`src/design/hbwd_pkg.sv`:
```
// ----------------------------------------------------------------------------
// hbwd_pkg
// shared types, constants and helpers for the heartbeat watchdog bank
// ----------------------------------------------------------------------------
package hbwd_pkg;

   // number of watched channels (1 to 32)
   localparam int CHANNELS = 18;

   // fixed field widths
   localparam int TimeW  = 32;
   localparam int ChanW  = 5;
   localparam int ErrW   = 18;
   localparam int GroupW = 7;
   localparam int CsrIdxW = 2;
   localparam int CsrDataW = 32;

   // derived widths
   localparam int ChIdxW = (CHANNELS > 1) ? $clog2(CHANNELS) : 1;
   localparam int CntW   = $clog2(CHANNELS + 1);

   // reset values of the timeout registers
   localparam logic [TimeW-1:0] RunTimeoutReset  = TimeW'(100);
   localparam logic [TimeW-1:0] InitTimeoutReset = TimeW'(1000);

   // opcodes
   localparam logic OP_BEAT = 1'b0;
   localparam logic OP_SCAN = 1'b1;

   // register indexes
   typedef enum logic [CsrIdxW-1:0] {
      CSR_CHANNEL_ENABLE = 2'd0,
      CSR_RUN_TIMEOUT    = 2'd1,
      CSR_INIT_TIMEOUT   = 2'd2
   } csr_index_type;

   typedef enum logic [1:0] {
      ST_IDLE,
      ST_BEAT,
      ST_SCAN,
      ST_RESP
   } state_type;

   typedef struct packed {
      logic             opcode;
      logic [ChanW-1:0] channel;
      logic [TimeW-1:0] now_ms;
   } req_type;

   typedef struct packed {
      logic [TimeW-1:0]  beat_interval_ms;
      logic [ErrW-1:0]   channel_errors;
      logic [GroupW-1:0] group_offline;
   } rsp_type;

   // per-channel flags handed to the scan evaluator
   typedef struct packed {
      logic running;
      logic pending;
   } scan_flags_type;

   // scan verdict for one channel
   typedef struct packed {
      logic open_window;
      logic err_set;
      logic err_clear;
   } scan_verdict_type;

   // fixed group masks over the error vector
   function automatic logic [GroupW-1:0] group_flags(input logic [ErrW-1:0] e);
      logic [GroupW-1:0] g;
      g[0] = e[4] | e[5] | e[6];
      g[1] = e[10] | e[11] | e[12];
      g[2] = e[0];
      g[3] = e[7] | e[8];
      g[4] = e[1];
      g[5] = e[9];
      g[6] = e[3];
      return g;
   endfunction

endpackage

```
`src/design/hbwd_ram.sv`:
```
// ----------------------------------------------------------------------------
// hbwd_ram
// generic single-write, single-read ram with registered read data
// ----------------------------------------------------------------------------
module hbwd_ram #(
   parameter int WIDTH = 32,
   parameter int DEPTH = 18
) (
   input  logic                                   clock,
   input  logic                                   we,
   input  logic [((DEPTH > 1) ? $clog2(DEPTH) : 1)-1:0] waddr,
   input  logic [WIDTH-1:0]                       wdata,
   input  logic [((DEPTH > 1) ? $clog2(DEPTH) : 1)-1:0] raddr,
   output logic [WIDTH-1:0]                       rdata
);

   logic [WIDTH-1:0] mem [DEPTH];
   logic [WIDTH-1:0] rdata_ff;

   always_ff @(posedge clock) begin
      if (we) begin
         mem[waddr] <= wdata;
      end
      rdata_ff <= mem[raddr];
   end

   assign rdata = rdata_ff;

endmodule

```
`src/design/hbwd_scan_eval.sv`:
```
// ----------------------------------------------------------------------------
// hbwd_scan_eval
// timeout check of one channel during a scan
// ----------------------------------------------------------------------------
module hbwd_scan_eval (
   input  hbwd_pkg::scan_flags_type          flags,
   input  logic [hbwd_pkg::TimeW-1:0]        now_ms,
   input  logic [hbwd_pkg::TimeW-1:0]        beat_time,
   input  logic [hbwd_pkg::TimeW-1:0]        init_start,
   input  logic [hbwd_pkg::TimeW-1:0]        run_timeout,
   input  logic [hbwd_pkg::TimeW-1:0]        init_timeout,
   output hbwd_pkg::scan_verdict_type        verdict
);
   import hbwd_pkg::*;

   logic [TimeW-1:0] window_start;
   logic [TimeW-1:0] init_age;
   logic [TimeW-1:0] beat_age;

   // a fresh window starts now
   assign window_start = flags.pending ? init_start : now_ms;
   assign init_age     = now_ms - window_start;
   assign beat_age     = now_ms - beat_time;

   always_comb begin
      verdict = '0;
      if (!flags.running) begin
         verdict.open_window = !flags.pending;
         verdict.err_set     = init_age > init_timeout;
      end else begin
         verdict.err_set   = beat_age > run_timeout;
         verdict.err_clear = !(beat_age > run_timeout);
      end
   end

endmodule

```
`src/design/multi_channel_heartbeat_watchdog.sv`:
```
// ----------------------------------------------------------------------------
// multi_channel_heartbeat_watchdog
// bank of heartbeat watchdogs with shared timeouts and group offline flags
// ----------------------------------------------------------------------------
//
//   channel   ports                         handshake
//   -------   ---------------------------   ----------------------------------
//   request   start, busy, req_data         transfer when start & !busy
//   response  rsp_strobe, rsp_data          one-cycle strobe, no back-pressure
//   csr       csr_we, csr_index, csr_wdata  write when csr_we, no wait
//
// a heartbeat reads the beat time from ram on the transfer, updates in the
// beat state and registers the response in the response state
// a scan walks the channels one per cycle, reading both time rams and
// writing back one behind
// reset is synchronous and clears flags, registers and the sequencer; the
// time rams need no clearing pass since a stale entry is never used
// busy stays high from the transfer until the strobe is registered; the
// response side cannot stall
//
module multi_channel_heartbeat_watchdog (
   input  logic                              clock,
   input  logic                              reset,
   input  logic                              start,
   output logic                              busy,
   input  hbwd_pkg::req_type                 req_data,
   output logic                              rsp_strobe,
   output hbwd_pkg::rsp_type                 rsp_data,
   input  logic                              csr_we,
   input  logic [hbwd_pkg::CsrIdxW-1:0]      csr_index,
   input  logic [hbwd_pkg::CsrDataW-1:0]     csr_wdata
);
   import hbwd_pkg::*;

   // configuration registers
   logic [ErrW-1:0]  enable_ff;
   logic [TimeW-1:0] run_timeout_ff;
   logic [TimeW-1:0] init_timeout_ff;

   // sequencer
   state_type        state_ff, state_in;
   logic [CntW-1:0]  cnt_ff, cnt_in;
   req_type          req_ff, req_in;
   logic [TimeW-1:0] interval_ff, interval_in;

   // per-channel flags, kept in flops so reset clears them at once
   logic [CHANNELS-1:0] heard_ff, heard_in;
   logic [CHANNELS-1:0] running_ff, running_in;
   logic [CHANNELS-1:0] pending_ff, pending_in;
   logic [CHANNELS-1:0] error_ff, error_in;

   // response register
   logic    rsp_valid_ff, rsp_valid_in;
   rsp_type rsp_ff, rsp_in;

   // ram ports
   logic [ChIdxW-1:0] rd_addr;
   logic [TimeW-1:0]  beat_rd;
   logic [TimeW-1:0]  init_rd;
   logic              beat_we;
   logic              init_we;

   // scan datapath
   logic [CntW-1:0]   proc_cnt;
   logic [ChIdxW-1:0] proc_idx;
   logic [ChIdxW-1:0] beat_idx;
   logic              beat_in_range;
   logic [CHANNELS-1:0] enable_vec;
   logic [ErrW-1:0]   err_vec;
   scan_flags_type    eval_flags;
   scan_verdict_type  verdict;

   // enable bits beyond the register width are off; errors beyond the bank
   // read as clear
   for (genvar gi = 0; gi < CHANNELS; gi++) begin : g_en
      if (gi < ErrW) begin : g_on
         assign enable_vec[gi] = enable_ff[gi];
      end else begin : g_off
         assign enable_vec[gi] = 1'b0;
      end
   end

   for (genvar gi = 0; gi < ErrW; gi++) begin : g_err
      if (gi < CHANNELS) begin : g_on
         assign err_vec[gi] = error_ff[gi];
      end else begin : g_off
         assign err_vec[gi] = 1'b0;
      end
   end

   // configuration writes
   always_ff @(posedge clock) begin
      if (reset) begin
         enable_ff       <= '0;
         run_timeout_ff  <= RunTimeoutReset;
         init_timeout_ff <= InitTimeoutReset;
      end else if (csr_we) begin
         case (csr_index_type'(csr_index))
            CSR_CHANNEL_ENABLE: enable_ff       <= csr_wdata[ErrW-1:0];
            CSR_RUN_TIMEOUT:    run_timeout_ff  <= csr_wdata[TimeW-1:0];
            CSR_INIT_TIMEOUT:   init_timeout_ff <= csr_wdata[TimeW-1:0];
            default: ;
         endcase
      end
   end

   // ram addressing: a heartbeat reads its channel on the transfer, a scan
   // reads the channel at the counter while processing the one before
   assign beat_idx      = req_ff.channel[ChIdxW-1:0];
   assign beat_in_range = {1'b0, req_ff.channel} < (ChanW + 1)'(CHANNELS);
   assign proc_cnt      = cnt_ff - CntW'(1);
   assign proc_idx      = proc_cnt[ChIdxW-1:0];
   assign rd_addr       = (state_ff == ST_IDLE) ? req_data.channel[ChIdxW-1:0]
                                                : cnt_ff[ChIdxW-1:0];

   hbwd_ram #(
      .WIDTH (TimeW),
      .DEPTH (CHANNELS)
   ) u_beat_ram (
      .clock (clock),
      .we    (beat_we),
      .waddr (beat_idx),
      .wdata (req_ff.now_ms),
      .raddr (rd_addr),
      .rdata (beat_rd)
   );

   hbwd_ram #(
      .WIDTH (TimeW),
      .DEPTH (CHANNELS)
   ) u_init_ram (
      .clock (clock),
      .we    (init_we),
      .waddr (proc_idx),
      .wdata (req_ff.now_ms),
      .raddr (rd_addr),
      .rdata (init_rd)
   );

   assign eval_flags.running = running_ff[proc_idx];
   assign eval_flags.pending = pending_ff[proc_idx];

   hbwd_scan_eval u_scan_eval (
      .flags        (eval_flags),
      .now_ms       (req_ff.now_ms),
      .beat_time    (beat_rd),
      .init_start   (init_rd),
      .run_timeout  (run_timeout_ff),
      .init_timeout (init_timeout_ff),
      .verdict      (verdict)
   );

   // sequencer state
   always_ff @(posedge clock) begin
      if (reset) begin
         state_ff     <= ST_IDLE;
         cnt_ff       <= '0;
         heard_ff     <= '0;
         running_ff   <= '0;
         pending_ff   <= '0;
         error_ff     <= '0;
         rsp_valid_ff <= 1'b0;
      end else begin
         state_ff     <= state_in;
         cnt_ff       <= cnt_in;
         heard_ff     <= heard_in;
         running_ff   <= running_in;
         pending_ff   <= pending_in;
         error_ff     <= error_in;
         rsp_valid_ff <= rsp_valid_in;
      end
   end

   // payload registers
   always_ff @(posedge clock) begin
      req_ff      <= req_in;
      interval_ff <= interval_in;
      rsp_ff      <= rsp_in;
   end

   always_comb begin
      state_in     = state_ff;
      cnt_in       = cnt_ff;
      req_in       = req_ff;
      interval_in  = interval_ff;
      heard_in     = heard_ff;
      running_in   = running_ff;
      pending_in   = pending_ff;
      error_in     = error_ff;
      rsp_valid_in = 1'b0;
      rsp_in       = rsp_ff;
      beat_we      = 1'b0;
      init_we      = 1'b0;

      case (state_ff)
         ST_IDLE: begin
            if (start) begin
               req_in      = req_data;
               interval_in = '0;
               cnt_in      = '0;
               state_in    = (req_data.opcode == OP_SCAN) ? ST_SCAN : ST_BEAT;
            end
         end

         ST_BEAT: begin
            // beat time of the channel is on the ram output now
            if (beat_in_range) begin
               beat_we            = 1'b1;
               heard_in[beat_idx] = 1'b1;
               if (heard_ff[beat_idx]) begin
                  interval_in          = req_ff.now_ms - beat_rd;
                  running_in[beat_idx] = 1'b1;
               end
            end
            state_in = ST_RESP;
         end

         ST_SCAN: begin
            cnt_in = cnt_ff + CntW'(1);
            // write back the channel read in the previous cycle
            if (cnt_ff != '0 && enable_vec[proc_idx]) begin
               if (verdict.open_window) begin
                  pending_in[proc_idx] = 1'b1;
                  init_we              = 1'b1;
               end
               if (verdict.err_set) begin
                  error_in[proc_idx] = 1'b1;
               end
               if (verdict.err_clear) begin
                  error_in[proc_idx]   = 1'b0;
                  pending_in[proc_idx] = 1'b0;
               end
            end
            if (cnt_ff == CntW'(CHANNELS)) begin
               state_in = ST_RESP;
            end
         end

         ST_RESP: begin
            // flags are final here
            rsp_valid_in            = 1'b1;
            rsp_in.beat_interval_ms = interval_ff;
            rsp_in.channel_errors   = err_vec;
            rsp_in.group_offline    = group_flags(err_vec);
            state_in                = ST_IDLE;
         end

         default: begin
            state_in = ST_IDLE;
         end
      endcase
   end

   assign busy       = (state_ff != ST_IDLE);
   assign rsp_strobe = rsp_valid_ff;
   assign rsp_data   = rsp_ff;

endmodule

```
`config.mk`:
```
export PLATFORM = sky130hd
export DESIGN_NAME = multi_channel_heartbeat_watchdog
export DESIGN_NICKNAME = d
export VERILOG_FILES = /design/src/design/hbwd_pkg.sv /design/src/design/hbwd_ram.sv /design/src/design/hbwd_scan_eval.sv /design/src/design/multi_channel_heartbeat_watchdog.sv
export SDC_FILE = /design/constraint.sdc
export NUM_CORES = 2
export LEC_CHECK = 0
export BUFFER_PORTS_ARGS = -buffer_cell sky130_fd_sc_hd__buf_2
export CELL_PAD_IN_SITES_DETAIL_PLACEMENT = 0
export CELL_PAD_IN_SITES_GLOBAL_PLACEMENT = 2
export CORE_MARGIN = 2
export CORE_UTILIZATION = 40
export CTS_CLUSTER_DIAMETER = 60
export CTS_CLUSTER_SIZE = 14
export DETAILED_ROUTE_END_ITERATION = 10
export MAX_ROUTING_LAYER = met4
export PLACE_DENSITY = 0.75
export SYNTH_ARGS = -nofsm -noshare
export SYNTH_HDL_FRONTEND = slang
export SYNTH_HIERARCHICAL = 1
export SYNTH_SLANG_ARGS = --single-unit
```
`constraint.sdc`:
```
create_clock -name clock -period 10.85 [get_ports clock]
set_input_delay 1.6275 -clock clock [delete_from_list [all_inputs] [get_ports clock]]
set_output_delay 1.6275 -clock clock [all_outputs]
set_load 0.01 [all_outputs]
```
# [Word-level counts from Yosys, hierarchy flattened]
# Memories as Yosys holds them, arrays and structs flattened. A register that Yosys moved wholly into a read port is not among the register bits.
# Index checks and enable logic that the tools add are counted.
[word_totals] reg_bits=288 ramBits=1152 inputBits=76 word_cells=117 mem_count=2
[op_classes] addsub=4 n_lt_le_gt_ge=7 n_eq_ne=10 muxes=45 bitwise=12 reduce_logical=21
[mem_list] memory="u_beat_ram.mem" depth=18 word_bits=32 rd=1 rd_ports_with_merged_regs=1 wr=1 line="hbwd_ram.sv:17" rtl="logic [WIDTH-1:0] mem [DEPTH];"
[mem_list] memory="u_init_ram.mem" depth=18 word_bits=32 rd=1 rd_ports_with_merged_regs=1 wr=1 line="hbwd_ram.sv:17"
[ops] operator="two-way mux 18 bit" n=8
[ops] operator="two-way mux 32 bit" n=4
[ops] operator="OR 18 bit" n=4
[ops] operator="greater-than comparator 32 bit" n=2
[ops] operator="case mux 32 bit (2 select lines)" n=1
[ops] operator="subtractor 32 bit" n=2
[ops] operator="bitwise AND 18 bit" n=2
[ops] operator="binary-select mux 1 bit (select 5 bit)" n=4
[ops] operator="two-way mux 1 bit" n=19
[ops] operator="NOT 18 bit" n=1
[ops] operator="AND reduction 2 bit" n=8
[ops] operator="< comparator 5 x 6 -> 1 bit (second input constant)" n=2
[ops] operator="demux 1 bit (select 5 bit)" n=2
[ops] operator=">= comparator 5 x 1 -> 1 bit (second input constant)" n=2
[ops] operator="two-way mux 5 bit" n=2
[ops] operator="case mux 5 bit (2 select lines)" n=1
[ops] operator="inequality test 2 bit (second input constant)" n=4
[ops] operator="case mux 2 bit (4 select lines)" n=1
[ops] operator="equality test 2 bit (second input constant)" n=3
[ops] operator="two-way mux 2 bit" n=3
[ops] operator="nonzero test 2 bit" n=3
[ops] operator="adder 5 x 1 -> 5 bit (second input constant)" n=1
[ops] operator="equality test 5 bit (second input constant)" n=1
[ops] operator="< comparator 5 bit (second input constant)" n=1
[ops] operator="other kinds (9)" n=18

# [Logic depth before layout (Yosys ltp)]
[logic_depth] ltp_word=12 ltp_mapped=38 mapped_depth_nobuf=31

# [Hierarchy]
# The synthesis kept the hierarchy.
[modules_own_cells] mod="hbwd_ram at u_init_ram" n_inst=1 cells_each=1051 area_per_inst_um2=22714.3 seq_area_each_um2=17937.2
[modules_own_cells] mod="hbwd_ram at u_beat_ram" n_inst=1 cells_each=1055 area_per_inst_um2=22705.5 seq_area_each_um2=17937.2
[modules_own_cells] mod="multi_channel_heartbeat_watchdog" n_inst=1 cells_each=1193 area_per_inst_um2=12293.0 seq_area_each_um2=6906.6
[modules_own_cells] mod="hbwd_scan_eval" n_inst=1 cells_each=724 area_per_inst_um2=5202.5 seq_area_each_um2=0.0

# [Worst setup path before layout]
# Ideal clock, no wire load.
[synth_timing] path_kind="flip-flop to flip-flop" startpoint="reg cnt_ff[0]" endpoint="reg error_ff[1] (netlist: err_vec[1])" arrival_ns=7.939 required_ns=10.772 path_slack_ns=2.833 stages_incl_launch_ff=34 synth_period_minus_slack_ns=8.017 cell_sequence="dfxtp_1 -> buf_6 -> buf_1 -> inv_1 -> ha_1 -> clkbuf_1 -> clkbuf_1 -> mux4_2 -> mux4_2 -> nand2_1 -> o21ai_0 -> clkbuf_1 -> clkbuf_1 -> mux2i_1 -> ha_1 -> a21o_1 -> a21o_1 -> a21o_1 -> or3_1 -> a2bb2oi_2 -> a21bo_1 -> or4_1 -> and4_1 -> ha_1 -> nand4_1 -> or3_1 -> o221ai_1 -> a21oi_1 -> o31ai_1 -> and2_1 -> clkbuf_1 -> buf_2 -> a31oi_1 -> nor3_1"
[synth_lines] element="start, declared" line="multi_channel_heartbeat_watchdog.sv:42" rtl="logic [CntW-1:0] cnt_ff, cnt_in;"
[synth_lines] element="start signal, assigned" line="multi_channel_heartbeat_watchdog.sv:165" rtl="cnt_ff <= cnt_in;"
[synth_lines] element="end signal, assigned" line="multi_channel_heartbeat_watchdog.sv:169" rtl="error_ff <= error_in;"
[synth_lines] element="end, declared" line="multi_channel_heartbeat_watchdog.sv:50" rtl="logic [CHANNELS-1:0] error_ff, error_in;"

==> results.tsv <==
metric	value	unit
status	finished, final reports clean	
nets	4477	
grt_first_pass_wirelength	248	mm
synth_top_area_share	60.8	%
via_per_inst	5.61	
die_w	401	um
postRouteAntennaNets	0	
crit_fanout	27	
worst_pin_slew	1.16	ns
netlist_top_cells_area	edfxtp_1 (61%), mux4_2 (7.6%), dfxtp_1 (7.2%)	
combPwrFrac	34.3	%
critPathArrivalTime	8.83	ns
gr-max-usage-layer	met2	
yosysWarnings	6	
track_usage	22.0	%
yosys.area.top_type	edfxtp_1	
place_hpwl	106	mm
drt-initial-drc-count	3618	
finalSetupViolCount	0	
netSwitchingFraction	34.5	%
fin_crit	8.09	ns
grt_max_degree	105	
post-route-period-util	74.6	%
cp_slowest_stage_delay	0.80	ns
fmax	124	MHz
grt-ovfl-total	0	
fp-row-count	145	
dpl_cell_area	0.0665	mm^2
hold_path.class	flip-flop to flip-flop	
cts.sink_count	1500	
grt_pass1_vias	35100	
slowest_stage	ha_1	
fill_cells	13600	
hold_depth	0	
port-buffer-count	134	
initial_utilization	40.3	%
cts_resized	0	
vdd_drop_max	0.187	mV
hold_start	interval_ff[12]$_SDFFCE_PP0P_	
async_flop_share	0	%
io_pins	135	
syn-cell-area	0.0629	mm^2
reg2reg_depth	26	
place_congestion	0.843	
seq_power_share	38.8	%
r2r_end	err_vec[14]$_SDFFE_PP0P_	
rrSetupSlack	2.76	ns
p_leak	23.8	nW
hold_end	rsp_data[37]$_DFFE_PP_	
tns	0	ns
relSlewSlack	22.5	%
dieArea	0.160	mm^2
ys_types	78	
yosysMostFrequentCell	edfxtp_1	
hold_viol	0	
synth_nets	4271	
rsz0062_at_grt	no	
ys_seq_area_share	68.0	%
r2r-start	cnt_ff[1]$_SDFFE_PP0P_	
antenna_found_initial	12	
use_met3	4.82	%
synth_edf_count	1274	
final_cell_area	0.0710	mm^2
htreeDepth	4	
skew	0.0278	ns
area_growth	12.8	%
switching_power	6.22	mW
global_route.usage.met2	32.6	%
critPathLaunchType	flip-flop	
vias	35900	
place_inst	6145	
drt-total-wl	173	mm
max_cap_violations	0	
grt_use_met1	31.0	%
core	0.156	mm^2
cts_root_buffer	clkbuf_16	
dr.pass1.iters	5	
criticalPathCategory	flip-flop to flip-flop	
crit_path_end_kind	flip-flop	
final_cells	6395	
ys_top_cells_by_count	edfxtp_1 (1274), nand2_1 (305), mux2i_1 (232)	
drv_slew	0	
crit_required	11.59	ns
clockPowerShare	26.9	%
p_total	18.0	mW
cts_inserted_buffers	140	
clk_latency	0.80	ns
drc_errors	0	
path_clk_slew	0.06	ns
p_int	11.8	mW
dieHeight	401	um
syn_area_per_cell	15.6	um^2
cts_tree	built	
wire_per_inst	27.1	um
ys_ff_latch	1500	
cts_post_setup_buffers_inserted	0	
cts_hold_buf	0	
drive_gt1_share	18.3	%
syn_inst	4023	
power_density	254	mW/mm^2
clock_tree.buffer_depth	3	
synth_ff_type	edfxtp_1	
## through the flow
step,hold WS (ns),utilization (%),worst slack [ns]
after detailed placement,0.405,42.6,2.74
final,0.413,45.4,2.76
after floorplan,0.400,-,2.83
after CTS,0.418,45.4,2.74
after global routing,0.422,45.4,2.18
after global placement,0.403,42.6,2.83
## layout by cell type (no fill, tap or decap), types with 51 or more instances in the layout
cell | synthesis | routed
mux2_2 | 68 | 67
o21ai_1 | 65 | 65
clkbuf_16 | 0 | 142
buf_2 | 41 | 133
a21oi_1 | 206 | 205
a21o_1 | 68 | 68
buf_4 | 27 | 118
dfxtp_1 | 226 | 226
edfxtp_1 | 1274 | 1274
nand2_1 | 305 | 305
ha_1 | 169 | 168
o211ai_1 | 69 | 69
o21ai_0 | 58 | 55
a221oi_1 | 65 | 65
nor2_1 | 138 | 112
mux2i_1 | 232 | 232
inv_1 | 162 | 162
mux4_2 | 212 | 212
clkbuf_1 | 107 | 51
## worst max-delay path: cells and delay by family (launching register included)
kind	cells	cell delay [ns]
AO/OA/AOI/OAI	10	1.88
adder cells (fa/ha/maj)	3	1.47
multiplexers	3	1.07
AND/OR/NAND/NOR	8	2.56
buffers and inverters	2	0.49
flip-flops	1	0.50
## state kept, by name, summed over array words and instances, names as in the netlist, 5 cells and up
name	flops
u_beat_ram/mem	576
u_init_ram/mem	576
rsp_data	53
init_timeout_ff	32
interval_ff	32
req_ff	32
run_timeout_ff	32
u_beat_ram/rdata	32
u_init_ram/rdata	32
enable_ff	18
err_vec	18
heard_ff	18
pending_ff	18
running_ff	18
beat_idx	5
cnt_ff	5
## per-layer routing
metal / up-vias / part of all wire (%)
li1: 16000 / -
met1: 18500 / 45
met2: 1218 / 45
met3: 194 / 8.2
met4: 0 / 1.9
met5: - / 0
## power by group through the flow
stage	Clock [mW]	Combinational, mW	Sequential [mW]
global route	5.16	6.74	7.00
finish	4.84	6.18	6.98
CTS	4.95	6.20	6.98
global placement	0	6.14	7.11
detailed placement	0	6.18	7.11
floorplan	0	4.09	7.16
## cell type report
class | count | area, um^2 | area share, %
Sequential cell | 1500 | 42800 | 60.3
Multi-Input combinational cell | 2169 | 18900 | 26.6
Clock buffer | 198 | 3810 | 5.37
Tap cell | 2058 | 2570 | 3.63
Timing Repair Buffer | 255 | 1630 | 2.30
Clock inverter | 46 | 648 | 0.913
Inverter | 163 | 612 | 0.862
Antenna cell | 6 | 15.0 | 0.0212
## kinds of logic after synthesis
family	Yosys count	share of synthesized area [%]
flops	1500	68.0
simple gates	726	5.44
compound gates	687	7.12
mux	512	12.5
buf+inv	354	2.49
fa+ha+maj	172	3.46
xor+xnor	72	1.00
## worst max-delay path by stage
| stage | from | end | slack (ns) | depth (start not counted) |
|---|---|---|---|---|
| after global placement | cnt_ff[1]$_SDFFE_PP0P_ | err_vec[13]$_SDFFE_PP0P_ | 2.83 | 26 |
| final | cnt_ff[1]$_SDFFE_PP0P_ | err_vec[14]$_SDFFE_PP0P_ | 2.76 | 26 |
| after detailed placement | cnt_ff[1]$_SDFFE_PP0P_ | err_vec[14]$_SDFFE_PP0P_ | 2.74 | 26 |
| after floorplan | cnt_ff[0]$_SDFFE_PP0P_ | err_vec[1]$_SDFFE_PP0P_ | 2.83 | 33 |
| after CTS | cnt_ff[1]$_SDFFE_PP0P_ | err_vec[14]$_SDFFE_PP0P_ | 2.74 | 26 |
| after global routing | cnt_ff[1]$_SDFFE_PP0P_ | err_vec[15]$_SDFFE_PP0P_ | 2.18 | 26 |
No activity file was read; power rests on OpenSTA's default activity.
